==> src/hw/rtl/rth_pkg.sv <==
// shared constants and types for the rgb to hsv converter
package rth_pkg;

  localparam int SAT_FRAC_BITS = 15;
  localparam int HUE_W         = 15;
  localparam int SAT_W         = 16;
  localparam int VAL_W         = 8;

  typedef logic [1:0] sector_t;

  localparam sector_t SEC_RED   = 2'd0;
  localparam sector_t SEC_GREEN = 2'd1;
  localparam sector_t SEC_BLUE  = 2'd2;

endpackage

==> src/hw/rtl/rth_div.sv <==
// pipelined restoring divider, one quotient bit per register stage
module rth_div #(
  parameter int DEN_W = 8,
  parameter int QUO_W = 16
) (
  input  logic                   clk,
  input  logic                   en,
  input  logic [DEN_W+QUO_W-1:0] num,
  input  logic [DEN_W-1:0]       den,
  output logic [QUO_W-1:0]       quo
);

  localparam int ACC_W = DEN_W + QUO_W;

  // acc holds the partial remainder on top and the numerator bits still to
  // shift in below, with quotient bits filling from the bottom
  logic [ACC_W-1:0] acc [QUO_W];
  logic [DEN_W-1:0] den_q [QUO_W];

  function automatic logic [ACC_W-1:0] div_step(input logic [ACC_W-1:0] a,
                                                 input logic [DEN_W-1:0] d);
    logic [ACC_W:0]   t;
    logic [DEN_W:0]   top;
    logic             q_bit;
    t     = {a, 1'b0};
    top   = t[ACC_W:QUO_W];
    q_bit = (top >= {1'b0, d});
    if (q_bit) begin
      top = top - {1'b0, d};
    end
    return {top[DEN_W-1:0], t[QUO_W-1:1], q_bit};
  endfunction

  always_ff @(posedge clk) begin
    if (en) begin
      acc[0]   <= div_step(num, den);
      den_q[0] <= den;
      for (int s = 1; s < QUO_W; s++) begin
        acc[s]   <= div_step(acc[s-1], den_q[s-1]);
        den_q[s] <= den_q[s-1];
      end
    end
  end

  assign quo = acc[QUO_W-1][QUO_W-1:0];

endmodule

==> src/hw/rtl/rgb_to_hsv.sv <==
// rgb to hsv pixel converter, top level
//
// One pixel enters on red, green and blue with in_valid and in_ready; hue,
// saturation and brightness leave with out_valid and out_ready.
// Hue is in 2^-HUE_FRACTION_BITS degree units, saturation in Q1.15,
// brightness is the largest component.
// Pipeline at the default sizes, in order: input register,
// max/min/sector stage, numerator product stage, 16 divider stages (one
// quotient bit each, hue and saturation dividers side by side), and the
// output register with the sector offset. The divider quotient width sets
// the depth.
// Throughput is one pixel per cycle while out_ready stays high.
// When the receiver stalls with a result on the output, the whole pipeline
// holds and in_ready drops; nothing is lost or repeated. Bubbles let
// in_ready stay high while out_valid is low.
// Reset clears all valid bits; the pipeline comes up empty.
module rgb_to_hsv #(
  parameter int COMPONENT_BITS    = 8,
  parameter int HUE_FRACTION_BITS = 6
) (
  input  logic                        clk,
  input  logic                        rst,
  input  logic                        in_valid,
  output logic                        in_ready,
  input  logic [COMPONENT_BITS-1:0]   red,
  input  logic [COMPONENT_BITS-1:0]   green,
  input  logic [COMPONENT_BITS-1:0]   blue,
  output logic                        out_valid,
  input  logic                        out_ready,
  output logic [rth_pkg::HUE_W-1:0]   hue,
  output logic [rth_pkg::SAT_W-1:0]   saturation,
  output logic [rth_pkg::VAL_W-1:0]   brightness
);
  import rth_pkg::*;

  localparam int C      = COMPONENT_BITS;
  localparam int DEG60  = 60 << HUE_FRACTION_BITS;
  localparam int DEG360 = 360 << HUE_FRACTION_BITS;
  localparam int QH     = $clog2(DEG60 + 1);
  localparam int QS     = SAT_FRAC_BITS + 1;
  localparam int Q      = (QH > QS) ? QH : QS;
  localparam int PW     = C + QH;
  localparam int NW     = C + Q;
  localparam int HW     = $clog2(DEG360 + 1);
  localparam int HX     = (HW > HUE_W) ? HW : HUE_W;
  localparam int SX     = (Q > SAT_W) ? Q : SAT_W;
  localparam int VX     = (C > VAL_W) ? C : VAL_W;
  localparam int L      = Q + 4;

  localparam logic [PW-1:0] DEG60_P  = PW'(DEG60);
  localparam logic [HW-1:0] DEG120_H = HW'(120 << HUE_FRACTION_BITS);
  localparam logic [HW-1:0] DEG240_H = HW'(240 << HUE_FRACTION_BITS);
  localparam logic [HW-1:0] DEG360_H = HW'(DEG360);

  logic       adv;
  logic [L-1:0] vld;

  assign adv       = ~vld[L-1] | out_ready;
  assign in_ready  = adv;
  assign out_valid = vld[L-1];

  always_ff @(posedge clk) begin
    if (rst) begin
      vld <= '0;
    end else if (adv) begin
      vld <= {vld[L-2:0], in_valid};
    end
  end

  // input register
  logic [C-1:0] r_a, g_a, b_a;

  always_ff @(posedge clk) begin
    if (adv) begin
      r_a <= red;
      g_a <= green;
      b_a <= blue;
    end
  end

  // max, min, sector and signed difference
  logic [C-1:0] mx_c, mn_c, a_c, b_c;
  sector_t      sec_c;

  always_comb begin
    mx_c = r_a;
    mn_c = r_a;
    if (g_a > mx_c) mx_c = g_a;
    if (b_a > mx_c) mx_c = b_a;
    if (g_a < mn_c) mn_c = g_a;
    if (b_a < mn_c) mn_c = b_a;
    if (r_a == mx_c) begin
      sec_c = SEC_RED;
      a_c   = g_a;
      b_c   = b_a;
    end else if (g_a == mx_c) begin
      sec_c = SEC_GREEN;
      a_c   = b_a;
      b_c   = r_a;
    end else begin
      sec_c = SEC_BLUE;
      a_c   = r_a;
      b_c   = g_a;
    end
  end

  logic [C-1:0] mx_b, delta_b, diff_b;
  logic         neg_b;
  sector_t      sec_b;

  always_ff @(posedge clk) begin
    if (adv) begin
      mx_b    <= mx_c;
      delta_b <= mx_c - mn_c;
      sec_b   <= sec_c;
      neg_b   <= (a_c < b_c);
      diff_b  <= (a_c >= b_c) ? (a_c - b_c) : (b_c - a_c);
    end
  end

  // numerators for both dividers, sideband starts its trip here
  logic [PW-1:0] prod;
  assign prod = PW'(diff_b) * DEG60_P;

  logic [NW-1:0] num_h, num_s;
  logic [C-1:0]  den_h, den_s;

  always_ff @(posedge clk) begin
    if (adv) begin
      num_h <= NW'(prod);
      num_s <= NW'({delta_b, {SAT_FRAC_BITS{1'b0}}});
      den_h <= delta_b;
      den_s <= mx_b;
    end
  end

  sector_t      sec_d  [Q+1];
  logic         neg_d  [Q+1];
  logic         grey_d [Q+1];
  logic         blk_d  [Q+1];
  logic [C-1:0] mx_d   [Q+1];

  always_ff @(posedge clk) begin
    if (adv) begin
      sec_d[0]  <= sec_b;
      neg_d[0]  <= neg_b;
      grey_d[0] <= (delta_b == '0);
      blk_d[0]  <= (mx_b == '0);
      mx_d[0]   <= mx_b;
      for (int i = 1; i <= Q; i++) begin
        sec_d[i]  <= sec_d[i-1];
        neg_d[i]  <= neg_d[i-1];
        grey_d[i] <= grey_d[i-1];
        blk_d[i]  <= blk_d[i-1];
        mx_d[i]   <= mx_d[i-1];
      end
    end
  end

  logic [Q-1:0] quo_h, quo_s;

  rth_div #(.DEN_W(C), .QUO_W(Q)) u_div_hue (
    .clk (clk),
    .en  (adv),
    .num (num_h),
    .den (den_h),
    .quo (quo_h)
  );

  rth_div #(.DEN_W(C), .QUO_W(Q)) u_div_sat (
    .clk (clk),
    .en  (adv),
    .num (num_s),
    .den (den_s),
    .quo (quo_s)
  );

  // sector offset and sign, then output register
  logic [HW-1:0] mag, hue_c;
  logic [HX-1:0] hue_x;
  logic [SX-1:0] sat_x;
  logic [VX-1:0] val_x;

  assign mag = HW'(quo_h);

  always_comb begin
    hue_c = '0;
    if (!grey_d[Q]) begin
      case (sec_d[Q])
        SEC_RED: begin
          // a full turn wraps to zero
          if (neg_d[Q] && (mag != '0)) hue_c = DEG360_H - mag;
          else if (!neg_d[Q])           hue_c = mag;
        end
        SEC_GREEN: hue_c = neg_d[Q] ? (DEG120_H - mag) : (DEG120_H + mag);
        SEC_BLUE:  hue_c = neg_d[Q] ? (DEG240_H - mag) : (DEG240_H + mag);
        default:   hue_c = '0;
      endcase
    end
  end

  assign hue_x = HX'(hue_c);
  assign sat_x = blk_d[Q] ? '0 : SX'(quo_s);
  assign val_x = VX'(mx_d[Q]);

  always_ff @(posedge clk) begin
    if (adv) begin
      hue        <= hue_x[HUE_W-1:0];
      saturation <= sat_x[SAT_W-1:0];
      brightness <= val_x[VAL_W-1:0];
    end
  end

endmodule
==> config.mk <==
export PLATFORM = sky130hd
export DESIGN_NAME = rgb_to_hsv
export DESIGN_NICKNAME = d
export VERILOG_FILES = /design/src/hw/rtl/rth_pkg.sv /design/src/hw/rtl/rth_div.sv /design/src/hw/rtl/rgb_to_hsv.sv
export SDC_FILE = /design/constraint.sdc
export NUM_CORES = 2
export LEC_CHECK = 0
export BUFFER_PORTS_ARGS = -buffer_cell sky130_fd_sc_hd__clkbuf_2
export CORE_MARGIN = 1.5
export CORE_UTILIZATION = 30
export DETAILED_ROUTE_END_ITERATION = 10
export PLACE_DENSITY = 0.44
export SETUP_SLACK_MARGIN = 0.4
export SYNTH_ARGS = -nofsm -noshare
export SYNTH_HDL_FRONTEND = slang
export SYNTH_SLANG_ARGS = --single-unit
==> constraint.sdc <==
create_clock -name clk -period 59.1 [get_ports clk]
set_clock_uncertainty 0.1 [all_clocks]
set_input_delay 11.82 -clock clk [delete_from_list [all_inputs] [get_ports clk]]
set_output_delay 11.82 -clock clk [all_outputs]
set_load 0.01 [all_outputs]
Yosys cells after proc, flatten, opt, wreduce, memory -nomap -nowiden
Memories as Yosys holds them, arrays and structs flattened. A register that Yosys moved wholly into a read port is not among the register bits.
Cells that the tools add are included.
W data, S select, Z words.

operators by class
  add/subtract/negate cells = 40
  multiply operators = 1
  $lt $le $gt $ge = 38
  equality and inequality tests = 4
  mux-type cells = 81
  bitwise gates (word level) = 2
  reduce and logical (&&, ||, !) cells = 5

operators with widths
  cell                      count
  $mux W8                   73
  $sub A8 B8 Y8             34
  $ge A9 B8 Y1              30
  $mux W15                  4
  $pmux W15 S3              1
  $lt A8 B8 Y1              3
  $eq A8 B8 Y1              2
  $ge A8 B8 Y1              2
  $gt A8 B8 Y1              2
  $logic_not A8 Y1          2
  $add A13 B15 Y15 const A  1
  $add A14 B15 Y15 const A  1
  $reduce_bool A15 Y1       1
  $sub A13 B15 Y15 const A  1
  $sub A14 B15 Y15 const A  1
  $sub A15 B15 Y15 const A  1
  $mul A8 B4 Y12 const B    1
  $ge A5 B8 Y1              1
  $sub A5 B8 Y8             1
  $eq A2 B1 Y1 const B      1
  $eq A2 B2 Y1 const B      1
  $logic_not A2 Y1          1
  $mux W1                   2
  $mux W2                   1
  other kinds (3)           3

word-level totals
  flip-flop bits (word level) = 114
  memory bits (writable) = 1,245
  input port bits = 28
  output and inout bits = 41
  logic and storage cells = 193
  memories kept = 9

memories
  memory           depth  bits a word  rd ports  clocked after memory_dff  write ports  line               text
  u_div_hue.acc    16     24           16        0                         16           rth_div.sv:17      logic [ACC_W-1:0] acc [QUO_W];
  u_div_sat.acc    16     24           16        1                         16           rth_div.sv:17
  mx_d             17     8            17        1                         17           rgb_to_hsv.sv:141  logic [C-1:0] mx_d [Q+1];
  u_div_hue.den_q  16     8            15        0                         16           rth_div.sv:18      logic [DEN_W-1:0] den_q [QUO_W];
  u_div_sat.den_q  16     8            15        0                         16           rth_div.sv:18
  sec_d            17     2            17        0                         17           rgb_to_hsv.sv:137  sector_t sec_d [Q+1];
  3 more memories  -      -            -         -                         -            -

Depth between registers and ports, before layout
  depth in word-level cells = 9
  depth in mapped cells = 37
  gate-level depth less buffers = 30

Hierarchy
A second synthesis with hierarchy kept.

unflattened totals
  cell total of the unflattened synthesis = 4,051
  area, all modules = 59,754.8 sq um

by module, submodules not included
  module                times used  cells an instance  area an instance (sq um)  sequential area each (sq um)
  rth_div at u_div_hue  1           1,527              22,347.7                  14,894.3
  rth_div at u_div_sat  1           1,514              22,290.1                  14,894.3
  rgb_to_hsv            1           1,010              15,117.0                  10,339.9

Least setup slack after synthesis
Ideal clock, no wire load.

  path type = input-to-output
  from = input out_ready
  to = output in_ready
  arrival = 38.511 ns
  data required time = 47.180 ns
  setup slack = 8.669 ns
  stages on the path = 3
  path buffers = 1
  cell sequence = nor2b_1 > inv_1 > clkbuf_1

on the way
  longest elaborated chain between the ends = 1

ends and longest elaborated chain
  item                line              text
  start: declaration  rgb_to_hsv.sv:29  input logic out_ready,
  $or A1 B1 Y1        rgb_to_hsv.sv:58  assign adv = ~vld[L-1] | out_ready;
  end: declaration    rgb_to_hsv.sv:24  output logic in_ready,

No other way between the ends.

Final worst setup path
Ends and elaborated chain as after synthesis.

==> run metrics <==
cell taking the most area after synthesis=edfxtp_1; RR Endpoint=diff_b[7]; Multi-input gate area=approximately 15000 sq um; register area share after synthesis=63.6%; worst path required time=47.18 ns; placed cells=5488; I/O pin total=approximately 70; post-synth cell types=62; Slew Limit Fails=0; Final GP Congestion=0.791; share of layout cells above drive strength 1=11.8%; synth top area cells=edfxtp_1 63%, ha_1 8.6%, mux2_2 3.8%; crit-path max FO=90; Placed Area=49500 sq um; first-pass GRT wire length=between 100000 and 150000 um; GRT Residual Overflow=0; slew margin rel.=16.1%; slowest stage cell, crit path=nor2b_2; RSZ-0062 raised after global routing=no; PortBufs=68; Final Critical Period=25.44 ns; number of global-route vias before repair=25863; crit path kind=in2out; routed len/inst=13.5 um; vias=24737; drt first pass iters=10; Reg2Reg Depth=28; async set-reset flop share out of synthesis=0%; Final nets=3956; Post-Syn Instances=3408; cts hold-fix bufs=0; Seq. cell area=29700 sq um; Synth Area per Inst=13.7 sq um; worst hold margin=0.299 ns; design area=53400 sq um; syn nets=3803; Placement Rows=144; R2R Setup Slk=just over 50 ns; die area=158000 sq um; Post-synth EDFFs=around 1000; Yosys top cell area share=62.7%; Tot GR Track Use=just under 10%; Residual DRC=8; Power Total=0.00330 W; diode count=0; critical path depth in cells=4; Max clock buf depth=3; P&R area growth vs syn=14.4%; failing checks=DRC; largest net degree at the start of global routing=approximately 200; detailed router's first-iteration violation count=1122; CP dominant cell by count=clkbuf_2; fillers=15045; CTS tree=yes; Initial Util=30.3%; setup bufs post-CTS=0; leakage power=about 22 nW; routed wire length=77000 um; main flop type after synthesis=edfxtp_1; clock sink count=~1000; Via density=4.34; Max Freq=a little under 40 MHz; crit end category=primary output; reg-to-reg startpoint=r_a[1]; Die H=397 um; CP Cell Sequence=clkbuf_2, nor2b_2, inv_8, clkbuf_2; max-cap violations=0; CP max stage delay=0.76 ns; clock insertion delay at the later pin of the skew report=0.71 ns; Hold/Removal Path Class=reg2reg; Period Utilization, post-route=43.0%; CP endpoint=in_ready; FF+latch count, synth=995; Worst-Margin Slew=1.26 ns; status=finished with violations; Post-Layout Cell Count=approximately 5700; setup tns final=0 ns; WP buf/inv=3; Max IR drop VDD=~0.000028 V; antenna viol nets, final=0; Reg clk slew, reported paths=around 0.060 ns; DP HPWL=51300 um; post-synth design cell area=46700 sq um; H-tree depth=3; commonest non-fill, non-tap cells in the layout=975 x edfxtp_1, 433 x inv_1, 321 x ha_1; DIE WIDTH=just under 400 um; final setup fails=0; cell family with most CP delay=buffers and inverters; Yosys warning count=0; CP Launch Type=primary input; Final Hold Fails=0; initial antenna violation count=2; PwrDens=61.9 nW/um^2; CTS Root Cell=clkbuf_16; CP arrival=13.52 ns; Num CTS Buffers=115; most common cell after layout, fill and taps aside=edfxtp_1; critical path startpoint=out_ready; post-CTS resize count=0; Core Area=154000 sq um
==> worst reg2reg max path: cells and delay by family (launching register included) <==
kind | cells | cell delay [ns]
AND/OR/NAND/NOR | 7 | 2.11
XOR/XNOR | 1 | 0.08
buffers and inverters | 2 | 0.23
flip-flops | 1 | 0.53
adder cells (fa/ha/maj) | 4 | 1.06
AO/OA/AOI/OAI | 11 | 3.15
multiplexers | 3 | 1.13
==> how the worst min path moves through the flow <==
stage | depth (start not counted) | from | end
2_1_floorplan | 0 | blk_d[0][9] | blk_d[0][10]
3_3_place_gp | 0 | u_div_sat.acc[13][1] | u_div_sat.acc[14][2]
3_5_place_dp | 0 | blk_d[0][11] | blk_d[0][12]
4_1_cts | 0 | u_div_sat.acc[4][0] | u_div_sat.acc[5][1]
5_1_grt | 0 | blk_d[0][7] | blk_d[0][8]
6_report | 0 | blk_d[0][7] | blk_d[0][8]
==> area by class of cell <==
type / count / area share [%]
clock inverter: 85 / 1.69
sequential: 995 / 55.6
timing repair buffer: 77 / 0.858
clock buffer: 129 / 5.57
inverter: 434 / 3.06
multi-input combinational: 1938 / 28.5
tap: 2044 / 4.79
==> registers in the layout, indices dropped and copies added, names as in the netlist, 12 cells and up <==
name             count
u_div_sat.den_q     70
blk_d               17
grey_d              17
saturation          16
mx_d                66
vld                 20
hue                 15
u_div_hue.acc      268
num_h               12
sec_d               34
neg_d               17
u_div_hue.den_q    120
u_div_sat.acc      256
==> per-layer routing <==
layer / part of all wire (%) / up-vias / track usage [%]
met2: 50 / 277 / 17.8
met1: 43 / 11738 / 11.0
met3: 3.4 / 172 / 2.19
met5: 0.014 / - / 0
met4: 3.6 / 2 / 3.91
li1: - / 12548 / -
==> synthesized netlist by cell type (3+ instances only) <==
cell type	count
a211o_1	3
a211oi_1	3
a21boi_0	86
a21o_1	41
a21oi_1	110
a221o_1	4
a22oi_1	3
a311oi_1	30
a31oi_1	5
and2_1	3
buf_2	6
clkbuf_1	28
dfxtp_1	20
edfxtp_1	975
fa_1	46
ha_1	321
inv_1	434
mux2_1	7
mux2_2	158
mux2_4	8
mux2i_1	74
nand2_1	133
nand2b_1	42
nand3_1	23
nand4_1	44
nor2_1	303
nor2b_1	89
nor3_1	8
o21a_1	7
o21ai_0	181
o21ai_1	3
o21bai_1	8
o221ai_1	6
o22ai_1	4
o31ai_1	6
or3_1	3
or4_1	7
xnor2_1	89
xor2_1	57
==> cell families (layout without fill, tap and decap cells) <==
logic type / Yosys count / after routing / synth area share (%)
adder cells (fa/ha/maj): 367 / 367 / 10.6
buffers and inverters: 475 / 725 / 3.88
AND/OR/NAND/NOR: 665 / 665 / 6.53
AO/OA/AOI/OAI: 513 / 513 / 6.88
multiplexers: 247 / 247 / 5.82
flip-flops: 995 / 995 / 63.6
XOR/XNOR: 146 / 146 / 2.74
==> power by group <==
| group | switching (W) | leakage, nW | internal [W] | total, W |
|---|---|---|---|---|
| Clock | 0.000286 | 1.89 | 0.000435 | 0.000721 |
| Sequential | 0.000140 | 10.3 | 0.00120 | 0.00134 |
| Combinational | 0.000633 | 9.29 | 0.000608 | 0.00124 |
| Total | 0.00106 | 21.5 | 0.00224 | 0.00330 |
==> stage by stage <==
| step | worst slack [ns] | util, % |
|---|---|---|
| floorplan | 8.67 | - |
| global route | 33.50 | 34.6 |
| finish | 33.66 | 34.6 |
| global placement | 33.61 | 32.1 |
| detailed placement | 33.64 | 32.1 |
| CTS | 33.63 | 34.6 |
(Power assumes the default switching activity.)
